<file path="src/hw/rtl/utf8_validating_char_counter_core_macros.svh">
// Assertion macros for the UTF-8 validating character counter.
// Included by the core; no other dependencies.
`ifndef UTF8_VALIDATING_CHAR_COUNTER_CORE_MACROS_SVH
`define UTF8_VALIDATING_CHAR_COUNTER_CORE_MACROS_SVH

// Same-cycle implication, disabled during reset.
`define UTF8_VCC_ASSERT_NOW(label, clk, rst, ante, cons) \
  label: assert property (@(posedge clk) disable iff (rst) (ante) |-> (cons)) \
    else $error("utf8_vcc assertion failed");

// Next-cycle implication, disabled during reset.
`define UTF8_VCC_ASSERT_NEXT(label, clk, rst, ante, cons) \
  label: assert property (@(posedge clk) disable iff (rst) (ante) |=> (cons)) \
    else $error("utf8_vcc assertion failed");

`endif

</file>
<file path="src/hw/rtl/utf8_vcc_pkg.sv">
// Types and constants for the UTF-8 validating character counter.
// No dependencies; used by the stream interface and the core.
`timescale 1ns / 1ps

package utf8_vcc_pkg;

  localparam int unsigned COUNT_W = 13;
  localparam int unsigned CP_W    = 21;

  // Lead byte ranges
  localparam logic [7:0] LEAD2_LO = 8'hc2;
  localparam logic [7:0] LEAD2_HI = 8'hdf;
  localparam logic [7:0] LEAD3_LO = 8'he0;
  localparam logic [7:0] LEAD3_HI = 8'hef;
  localparam logic [7:0] LEAD4_LO = 8'hf0;
  localparam logic [7:0] LEAD4_HI = 8'hf4;

  // Code point limits
  localparam logic [CP_W-1:0] FLOOR_2BYTE = 21'h00080;
  localparam logic [CP_W-1:0] FLOOR_3BYTE = 21'h00800;
  localparam logic [CP_W-1:0] FLOOR_4BYTE = 21'h10000;
  localparam logic [CP_W-1:0] SURR_LO     = 21'h0d800;
  localparam logic [CP_W-1:0] SURR_HI     = 21'h0dfff;
  localparam logic [CP_W-1:0] CP_MAX      = 21'h10ffff;
  localparam logic [7:0]      CONT_MASK   = 8'h3f;

  // Sequence class: smallest legal value of the open sequence
  typedef enum logic [1:0] {
    CLASS_NONE  = 2'd0,
    CLASS_2BYTE = 2'd1,
    CLASS_3BYTE = 2'd2,
    CLASS_4BYTE = 2'd3
  } seq_class_t;

  typedef struct packed {
    logic [7:0] data_byte;
    logic       has_byte;
    logic       is_last;
  } text_item_t;

  typedef struct packed {
    logic               text_valid;
    logic [COUNT_W-1:0] char_count;
  } result_item_t;

  function automatic logic [CP_W-1:0] class_floor(input seq_class_t cls);
    logic [CP_W-1:0] floor_val;
    unique case (cls)
      CLASS_2BYTE: floor_val = FLOOR_2BYTE;
      CLASS_3BYTE: floor_val = FLOOR_3BYTE;
      default:     floor_val = FLOOR_4BYTE;
    endcase
    return floor_val;
  endfunction

endpackage

</file>
<file path="src/hw/rtl/utf8_vcc_stream_if.sv">
// Valid/ready stream interface carrying one payload struct.
// Payload types come from utf8_vcc_pkg.
`timescale 1ns / 1ps

interface utf8_vcc_stream_if #(
  parameter type payload_t = utf8_vcc_pkg::text_item_t
) ();
  logic     valid;
  logic     ready;
  payload_t payload;

  modport source (output valid, output payload, input ready);
  modport sink   (input valid, input payload, output ready);
endinterface

</file>
<file path="src/hw/rtl/utf8_validating_char_counter_core.sv">
// Channel   Dir  Payload                               Transaction
// text      in   data_byte[7:0], has_byte, is_last     one item of a text
// result    out  text_valid, char_count[12:0]          one per item with is_last
//
// One byte per cycle while text.ready is high: the decode state updates in the cycle
// a text item is taken; a result is registered and shows the cycle after its last item.
// text.ready drops only while a result is held and result.ready is low.
// Synchronous reset clears decode state and the result valid flag.
// Depends on utf8_vcc_pkg, utf8_vcc_stream_if and the macros header.
`timescale 1ns / 1ps
`include "utf8_validating_char_counter_core_macros.svh"

module utf8_validating_char_counter_core #(
  parameter int unsigned MAX_TEXT_BYTES = 4096
) (
  input  logic                     clk,
  input  logic                     rst,
  utf8_vcc_stream_if.sink          text,
  utf8_vcc_stream_if.source        result
);

  localparam int unsigned CNT_W = $clog2(MAX_TEXT_BYTES + 1);
  localparam int unsigned CP_W  = utf8_vcc_pkg::CP_W;

  // Decode state
  logic [1:0]               bytes_to_follow, bytes_to_follow_next;
  logic [CP_W-1:0]          codepoint_acc, codepoint_acc_next;
  utf8_vcc_pkg::seq_class_t min_class, min_class_next;
  logic [CNT_W-1:0]         byte_total, byte_total_next;
  logic [CNT_W-1:0]         chars_seen, chars_seen_next;
  logic                     error_seen, error_seen_next;

  // Result register
  logic                       res_valid;
  utf8_vcc_pkg::result_item_t res_payload;

  logic                       accept;
  logic [7:0]                 b;
  logic [CP_W-1:0]            cp_shift;
  logic                       text_ok;
  utf8_vcc_pkg::result_item_t res_next;

  // Assertion terms
  logic                       last_accept;
  logic                       state_idle;
  logic                       invalid_res;
  logic                       total_ok;

  assign text.ready     = !res_valid || result.ready;
  assign accept         = text.valid && text.ready;
  assign b              = text.payload.data_byte;
  assign cp_shift       = {codepoint_acc[CP_W-7:0], b[5:0] & utf8_vcc_pkg::CONT_MASK[5:0]};
  assign result.valid   = res_valid;
  assign result.payload = res_payload;

  assign last_accept = accept && text.payload.is_last;
  assign state_idle  = byte_total == '0 && chars_seen == '0 && !error_seen &&
                       bytes_to_follow == 2'd0;
  assign invalid_res = res_valid && !res_payload.text_valid;
  assign total_ok    = byte_total <= CNT_W'(MAX_TEXT_BYTES) && chars_seen <= byte_total;

  always_comb begin
    bytes_to_follow_next = bytes_to_follow;
    codepoint_acc_next   = codepoint_acc;
    min_class_next       = min_class;
    byte_total_next      = byte_total;
    chars_seen_next      = chars_seen;
    error_seen_next      = error_seen;

    if (accept && text.payload.has_byte && !error_seen) begin
      if (byte_total >= CNT_W'(MAX_TEXT_BYTES)) begin
        error_seen_next = 1'b1;
      end else begin
        byte_total_next = byte_total + CNT_W'(1);
        if (bytes_to_follow == 2'd0) begin
          priority if (b == 8'h00) begin
            error_seen_next = 1'b1;
          end else if (!b[7]) begin
            chars_seen_next = chars_seen + CNT_W'(1);
          end else if (b >= utf8_vcc_pkg::LEAD2_LO && b <= utf8_vcc_pkg::LEAD2_HI) begin
            codepoint_acc_next   = CP_W'(b[4:0]);
            min_class_next       = utf8_vcc_pkg::CLASS_2BYTE;
            bytes_to_follow_next = 2'd1;
          end else if (b >= utf8_vcc_pkg::LEAD3_LO && b <= utf8_vcc_pkg::LEAD3_HI) begin
            codepoint_acc_next   = CP_W'(b[3:0]);
            min_class_next       = utf8_vcc_pkg::CLASS_3BYTE;
            bytes_to_follow_next = 2'd2;
          end else if (b >= utf8_vcc_pkg::LEAD4_LO && b <= utf8_vcc_pkg::LEAD4_HI) begin
            codepoint_acc_next   = CP_W'(b[2:0]);
            min_class_next       = utf8_vcc_pkg::CLASS_4BYTE;
            bytes_to_follow_next = 2'd3;
          end else begin
            error_seen_next = 1'b1;
          end
        end else if (b[7:6] != 2'b10) begin
          error_seen_next = 1'b1;
        end else begin
          bytes_to_follow_next = bytes_to_follow - 2'd1;
          if (bytes_to_follow == 2'd1) begin
            // sequence complete: reject overlong, surrogate, out of range
            if (cp_shift < utf8_vcc_pkg::class_floor(min_class) ||
                (cp_shift >= utf8_vcc_pkg::SURR_LO && cp_shift <= utf8_vcc_pkg::SURR_HI) ||
                cp_shift > utf8_vcc_pkg::CP_MAX) begin
              error_seen_next = 1'b1;
            end else begin
              chars_seen_next = chars_seen + CNT_W'(1);
            end
            codepoint_acc_next = '0;
            min_class_next     = utf8_vcc_pkg::CLASS_NONE;
          end else begin
            codepoint_acc_next = cp_shift;
          end
        end
      end
    end

    text_ok             = !error_seen_next && (bytes_to_follow_next == 2'd0);
    res_next.text_valid = text_ok;
    res_next.char_count = text_ok ? utf8_vcc_pkg::COUNT_W'(chars_seen_next) : '0;

    if (accept && text.payload.is_last) begin
      bytes_to_follow_next = '0;
      codepoint_acc_next   = '0;
      min_class_next       = utf8_vcc_pkg::CLASS_NONE;
      byte_total_next      = '0;
      chars_seen_next      = '0;
      error_seen_next      = 1'b0;
    end
  end

  always_ff @(posedge clk) begin
    if (rst) begin
      bytes_to_follow <= '0;
      codepoint_acc   <= '0;
      min_class       <= utf8_vcc_pkg::CLASS_NONE;
      byte_total      <= '0;
      chars_seen      <= '0;
      error_seen      <= 1'b0;
      res_valid       <= 1'b0;
    end else begin
      bytes_to_follow <= bytes_to_follow_next;
      codepoint_acc   <= codepoint_acc_next;
      min_class       <= min_class_next;
      byte_total      <= byte_total_next;
      chars_seen      <= chars_seen_next;
      error_seen      <= error_seen_next;
      if (accept && text.payload.is_last) begin
        res_valid <= 1'b1;
      end else if (result.ready) begin
        res_valid <= 1'b0;
      end
    end
  end

  always_ff @(posedge clk) begin
    if (accept && text.payload.is_last) begin
      res_payload <= res_next;
    end
  end

  `UTF8_VCC_ASSERT_NEXT(a_last_clears_state, clk, rst, last_accept, state_idle)
  `UTF8_VCC_ASSERT_NEXT(a_last_loads_result, clk, rst, last_accept, res_valid)
  `UTF8_VCC_ASSERT_NOW(a_invalid_zero_count, clk, rst, invalid_res, res_payload.char_count == '0)
  `UTF8_VCC_ASSERT_NOW(a_total_in_capacity, clk, rst, 1'b1, total_ok)

endmodule

</file>
<file path="src/flat_wrapper.sv">
// flat-port wrapper written by rule: the top's interface ports become plain ports
module utf8_validating_char_counter_core_flat 
#(
  parameter int unsigned MAX_TEXT_BYTES = 4096
)
  (clk, rst, text_valid, text_payload, text_ready, result_valid, result_payload, result_ready);
  utf8_vcc_stream_if #(.payload_t(utf8_vcc_pkg::text_item_t)) text_i ();
  utf8_vcc_stream_if #(.payload_t(utf8_vcc_pkg::result_item_t)) result_i ();
  input  logic clk;
  input  logic rst;
  input wire logic [$bits(text_i.valid)-1:0] text_valid;
  input wire logic [$bits(text_i.payload)-1:0] text_payload;
  output wire logic [$bits(text_i.ready)-1:0] text_ready;
  output wire logic [$bits(result_i.valid)-1:0] result_valid;
  output wire logic [$bits(result_i.payload)-1:0] result_payload;
  input wire logic [$bits(result_i.ready)-1:0] result_ready;
  assign text_i.valid = text_valid;
  assign text_i.payload = text_payload;
  assign text_ready = text_i.ready;
  assign result_valid = result_i.valid;
  assign result_payload = result_i.payload;
  assign result_i.ready = result_ready;
  utf8_validating_char_counter_core #(.MAX_TEXT_BYTES(MAX_TEXT_BYTES)) u_core (.clk(clk), .rst(rst), .text(text_i), .result(result_i));
endmodule
</file>
<file path="config.mk">
export PLATFORM = sky130hd
export DESIGN_NAME = utf8_validating_char_counter_core_flat
export DESIGN_NICKNAME = d
export VERILOG_FILES = /design/src/hw/rtl/utf8_vcc_pkg.sv /design/src/hw/rtl/utf8_vcc_stream_if.sv /design/src/hw/rtl/utf8_validating_char_counter_core.sv /design/src/flat_wrapper.sv
export VERILOG_INCLUDE_DIRS = /design/src /design/src/hw/rtl
export SDC_FILE = /design/constraint.sdc
export NUM_CORES = 1
export LEC_CHECK = 0
export ABC_AREA = 0
export BUFFER_PORTS_ARGS = -buffer_cell sky130_fd_sc_hd__buf_4
export CAP_MARGIN = 20
export CELL_PAD_IN_SITES_DETAIL_PLACEMENT = 1
export CELL_PAD_IN_SITES_GLOBAL_PLACEMENT = 1
export CORE_MARGIN = 4
export CORE_UTILIZATION = 44
export CTS_BUF_LIST = sky130_fd_sc_hd__clkbuf_16
export CTS_CLUSTER_SIZE = 12
export DETAILED_ROUTE_END_ITERATION = 16
export GPL_TIMING_DRIVEN = 0
export HOLD_SLACK_MARGIN = 0.03
export PLACE_DENSITY_LB_ADDON = 0.1
export SYNTH_ARGS = -nofsm -noshare
export SYNTH_HDL_FRONTEND = slang
export SYNTH_SLANG_ARGS = --single-unit
</file>
<file path="constraint.sdc">
create_clock -name clk -period 3.5 [get_ports clk]
set_clock_uncertainty 0.1 [all_clocks]
set_input_delay 0.7 -clock clk [delete_from_list [all_inputs] [get_ports clk]]
set_output_delay 0.7 -clock clk [all_outputs]
set_load 0.03 [all_outputs]
</file>
# Word level (Yosys, flattened, before mapping)
# Cells that the tools add are included.
[word_totals]
input_bits = 14
out_inout_bits = 16
wordCells = 108
regBits = 61
[classes]
bitwise = 1
n_reduce_logical = 24
addsub = 3
n_eq_ne = 8
order_cmp = 11
n_mux = 52
[ops]
columns = ["cell", "n"]
rows = [
  ["2-to-1 mux 15 bit", 8],
  ["2-to-1 mux 21 bit", 5],
  ["2-to-1 mux 13 bit", 8],
  ["2-to-1 mux 2 bit", 17],
  ["one-hot mux 17 bit (2 select lines)", 1],
  ["adder 13 x 1 -> 13 bit, second input constant", 2],
  [">= comparator 8 bit, second input constant", 3],
  ["less-or-equal comparator 8 bit, second input constant", 3],
  [">= comparator 21 x 16 -> 1 bit, second input constant", 1],
  ["greater-than comparator 21 bit, second input constant", 1],
  ["less-or-equal comparator 21 x 16 -> 1 bit, second input constant", 1],
  ["< comparator 21 bit", 1],
  [">= comparator 13 bit, second input constant", 1],
  ["2-to-1 mux 1 bit", 13],
  ["logical AND 1 bit", 9],
  ["logical NOT 8 bit", 1],
  ["AND reduction 7 bit", 1],
  ["inequality test 2 bit, second input constant", 3],
  ["AND reduction 6 bit", 1],
  ["equality test 2 x 1 -> 1 bit, second input constant", 2],
  ["logical NOT 2 bit", 2],
  ["inequality test 4 bit, second input constant", 1],
  ["nonzero test 2 bit", 2],
  ["logical NOT 1 bit", 3],
  ["7 further kinds", 9],
]

# Logic depth before layout (Yosys ltp)
[logic_depth]
word_depth = 18
depth_mapped = 11
mapped_depth_nobuf = 10

# Worst setup path before layout
# OpenSTA, ideal clock, no wires.
[synth_path]
kind = "input -> register"
from = "in result_ready"
to = "reg u_core.min_class[0]"
path_slack_ns = 0.468
setup_ns = 0.128
cell_stages = 7
arrival_ns = 2.805
n_path_buf = 3
required_ns = 3.272
cell_sequence = "nand2b_1 clkbuf_1 nor2b_1 or2_2 clkbuf_1 clkbuf_1 nor2_1"
[synth_via]
elab_chain_len = 5
word_cells_on_any_way = 7
[synth_rtl]
columns = ["element", "line_no", "rtl"]
rows = [
  ["from (decl)", "flat_wrapper.sv:16", "input wire logic [$bits(result_i.ready)-1:0] result_ready;"],
  ["logical OR 1 bit (*)", "utf8_validating_char_counter_core.sv:49", "assign text.ready = !res_valid || result.ready;"],
  ["named net text_ready", "flat_wrapper.sv:13", "output wire logic [$bits(text_i.ready)-1:0] text_ready;"],
  ["logical AND 1 bit (*)", "utf8_validating_char_counter_core.sv:50", "assign accept = text.valid && text.ready;"],
  ["logical AND 1 bit (2 in series)", "utf8_validating_char_counter_core.sv:70", "if (accept && text.payload.has_byte && !error_seen) begin"],
  ["AND reduction 7 bit (no source line)", "n/a", ""],
  ["to (signal assigned)", "utf8_validating_char_counter_core.sv:135", "min_class <= utf8_vcc_pkg::CLASS_NONE;"],
  ["to (signal assigned)", "utf8_validating_char_counter_core.sv:143", "min_class <= min_class_next;"],
  ["to (decl)", "utf8_validating_char_counter_core.sv:28", "utf8_vcc_pkg::seq_class_t min_class, min_class_next;"],
]
# Mark *: on every way through the listed nets, which the timed path passes. The rest lies on a longest branch.
# A chain may end at the register's enable or synchronous reset.

# Worst setup path after layout
[layout_path]
from = "reg u_core.min_class[0]"
to = "reg u_core.res_payload (netlist bit u_core.result.payload[12]) (data pin)"
[layout_via]
elab_chain_len = 18
word_cells_on_any_way = 25
[layout_rtl]
columns = ["element", "line_no", "rtl"]
rows = [
  ["equality test 2 bit / equality test 2 x 1 -> 1 bit (equally long branches)", "utf8_vcc_pkg.sv:48", "unique case (cls)"],
  ["one-hot mux 17 bit (2 select lines) (*)", "utf8_vcc_pkg.sv:48", ""],
  ["2-to-1 mux 21 bit (*)", "utf8_validating_char_counter_core.sv:99", "if (bytes_to_follow == 2'd1) begin"],
  ["2-to-1 mux 21 bit (*)", "utf8_validating_char_counter_core.sv:95", "end else if (b[7:6] != 2'b10) begin"],
  ["2-to-1 mux 21 bit (*)", "utf8_validating_char_counter_core.sv:75", "if (bytes_to_follow == 2'd0) begin"],
  ["2-to-1 mux 21 bit (*)", "utf8_validating_char_counter_core.sv:71", "if (byte_total >= CNT_W'(MAX_TEXT_BYTES)) begin"],
  ["2-to-1 mux 21 bit (*)", "utf8_validating_char_counter_core.sv:70", ""],
  ["< comparator 21 bit (*)", "utf8_validating_char_counter_core.sv:101", "if (cp_shift < utf8_vcc_pkg::class_floor(min_class) ||"],
  ["[... 2 more ...]", "n/a", ""],
  ["2-to-1 mux 1 bit", "utf8_validating_char_counter_core.sv:101", ""],
  ["2-to-1 mux 1 bit", "utf8_validating_char_counter_core.sv:99", ""],
  ["2-to-1 mux 1 bit", "utf8_validating_char_counter_core.sv:95", ""],
  ["2-to-1 mux 1 bit", "utf8_validating_char_counter_core.sv:75", ""],
  ["2-to-1 mux 1 bit", "utf8_validating_char_counter_core.sv:71", ""],
  ["2-to-1 mux 1 bit", "utf8_validating_char_counter_core.sv:70", ""],
  ["logical NOT 1 bit", "utf8_validating_char_counter_core.sv:117", "text_ok = !error_seen_next && (bytes_to_follow_next == 2'd0);"],
  ["logical AND 1 bit", "utf8_validating_char_counter_core.sv:117", ""],
  ["to (signal assigned)", "utf8_validating_char_counter_core.sv:157", "res_payload <= res_next;"],
  ["to (decl)", "utf8_validating_char_counter_core.sv:35", "utf8_vcc_pkg::result_item_t res_payload;"],
]
# Mark *: on every way between the ends. The rest lies on a longest branch, timed or not. The select of a mux whose other input is x is not followed.

==> impl_metrics.toml <==
[status]
status = "completed"

[cts]
cts-root-buf = "clkbuf_16"
cts_buffer_depth = 2
clkTransAtPathRegs_ns = 0.05
clock_latency_ns = 0.32
cts_tree = "yes"
cts.sinks = 61
htreeDepth = 3
cts_made_buffers = 9
ctsResizeCount = 0
postCtsHoldBufs = 0
postCtsSetupBuffers = 0

[worst_hold_path]
hold_class = "flop to flop"
hold-path-cell-count = 2

[worst_setup_path]
crit_type = "flop to flop"
r2r_cells = 10
cp_max_fo = 10
arrival_ns = 2.94
cp_cell_sequence = "inv_1 -> ha_1 -> inv_1 -> ha_1 -> o31ai_1 -> a211oi_2 -> a31oi_1 -> buf_2 -> o31ai_1 -> a21oi_1"
slowest_delay_ns = 0.58
path_buf_inv = 3
start_kind = "flop"
cp.required_ns = 3.45
path_delay_family = "compound AO/OA/AOI/OAI gates"
critical_path_depth = 10
slowest_stage = "a211oi_2"
crit_path_end_kind = "flop"

[synth]
synth_area_leaders = "dfxtp_1 32%, edfxtp_1 14%, a21oi_1 5.6%, nor2_1 4.9%, nand2_1 3.9%"
synthTopCellsByCount = "47 x dfxtp_1, 39 x nor2_1, 33 x a21oi_1, 31 x nand2_1, 17 x nand3_1"
synthCells = 338
syn_area_um2 = 2970
ys_ff_latch = 61
ys_types = 51
yosys.area.top_type = "dfxtp_1"
yosysMostFrequentCell = "dfxtp_1"
avgSynthCellArea_um2 = 8.79
yosys_warnings = 0
synth_top_area_share_pct = 31.7
synth_edf_count = 14
syn_nets = 361
synth_top_flop_cell = "dfxtp_1"
async_reset_ff_share_pct = 0
synth-seq-area-share_pct = 45.8

[floorplanning]
die_h_um = 90.2
start_util_pct = 46.0
dieArea_um2 = 8130
rows = 29
io_pins = 30
die_w_um = 90.2
core_area_um2 = 6460

[placed_design]
hpwl_um = 5330
routabilityCongestion = 0.787
dp.cells = 443
dpl_worst_slack_ns = 0.214
io_buffers = 27

[global_routing]
grt_max_degree = 12
grtUsageTotal_pct = 19.3
grt_use_met3_pct = 4.59
grt_pass1_wl_um = 12700
grt_util_met1_pct = 24.8
antenna_found_initial = 0
grt_pass1_vias = 2633
grt-ovfl-total = 0
gr-usage-met2_pct = 32.2
grt-busiest-layer = "met2"

[sta]
finalSetupViolCount = 0
slew_viol_final = 0
worst_slack_ns = 0.505
period_share_pct = 85.6
finalHoldViolCount = 0
period_minus_slack_ns = 3.00
holdWs_ns = 0.357
rsz0062_at_grt = "false"
fmax_ghz = 0.334
worst_pin_slew_ns = 0.706
relSlewSlack_pct = 52.9

[pwr]
power_density_nw_per_um2 = 460
leakage_nw = 1.27
power.total_w = 0.00163
ir_drop_v = 0.000226

[finish]
nFillCells = 775
stdcell_count = 459
drive_gt1_share_pct = 15.4
diodes = 0
final_nets = 400
utilization_pct = 54.8
synthToLayoutAreaGrowth_pct = 19.1

[route]
wl_per_cell_um = 16.3
dr_total_vias = 2570
drc = 0
drt-total-wl_um = 7470
viasPerCell = 5.60
ant_nets = 0
first_pass_iters = 4
drt-initial-drc-count = 43

[run]
cap_violations = 0
[kinds of logic (layout without fill, tap and decap cells)]
logic type,after synthesis,after routing,synth area share (%)
AOI/OAI and AO/OA,70,70,14.5
xor gates and xnor gates,14,14,4.13
adders and majority gates,9,9,3.79
buffers and inverters,33,77,4.51
DFF,61,61,45.8
muxes,4,4,1.43
and+or+nand+nor,147,147,25.8
[registers in the layout, indices dropped and copies added, names as in the netlist]
name,count
u_core.byte_total,13
u_core.bytes_to_follow,2
u_core.chars_seen,13
u_core.codepoint_acc,15
u_core.error_seen,1
u_core.min_class,2
u_core.result.payload,14
u_core.result.valid,1
[final cells by class]
class	instances	area (µm²)	share of cell area, %
Buffer	19	81.3	2.30
Sequential cell	61	1360	38.5
Clock buffer	9	225	6.37
Multi-Input combinational cell	244	1480	41.7
Clock inverter	7	35.0	0.990
Timing Repair Buffer	28	210	5.94
Tap cell	77	96.3	2.72
Inverter	14	52.6	1.49
[worst min-delay path: cells and delay by family (launching register included)]
kind	cells	cell delay [ns]
compound gates	1	0.05
flops	1	0.31
simple gates	1	0.05
[power by group]
group	total [W]	switching, W	internal [W]
clock network	0.000767	0.000300	0.000467
logic	0.000124	0.0000802	0.0000434
registers	0.000736	0.00000476	0.000731
[worst paths after layout]
check	start	to	slack, ns
setup / recovery	u_core.min_class[0]	u_core.result.payload[12]	0.50
hold / removal	u_core.codepoint_acc[0]	u_core.codepoint_acc[0]	0.36
setup reg to reg	u_core.min_class[0]	u_core.result.payload[12]	0.50
hold reg to reg	u_core.codepoint_acc[0]	u_core.codepoint_acc[0]	0.36
[routing by layer]
layer,vias to the layer above,routed length (µm)
li1,1275,-
met5,-,0
met4,0,91
met2,28,3670
met1,1257,3520
met3,10,189
[through the flow]
stage,cell area [µm²],TNS [ns]
finish,3540,0
global route,3540,0
CTS,3540,0
detailed placement,3280,0
global placement,3270,-6.98
floorplan,2970,0
[cells in the final DEF, fill, tap and decap left out, types with 7 or more instances in the layout]
cell type / instances
or3_1: 7
nand3_1: 17
nor2_1: 39
a21oi_1: 33
inv_1: 14
buf_4: 28
o21ai_0: 11
xor2_1: 11
dfxtp_1: 47
clkbuf_16: 9
clkbuf_1: 15
ha_1: 9
nand2_1: 31
edfxtp_1: 14
and2_1: 7
(Power assumes the default switching activity.)
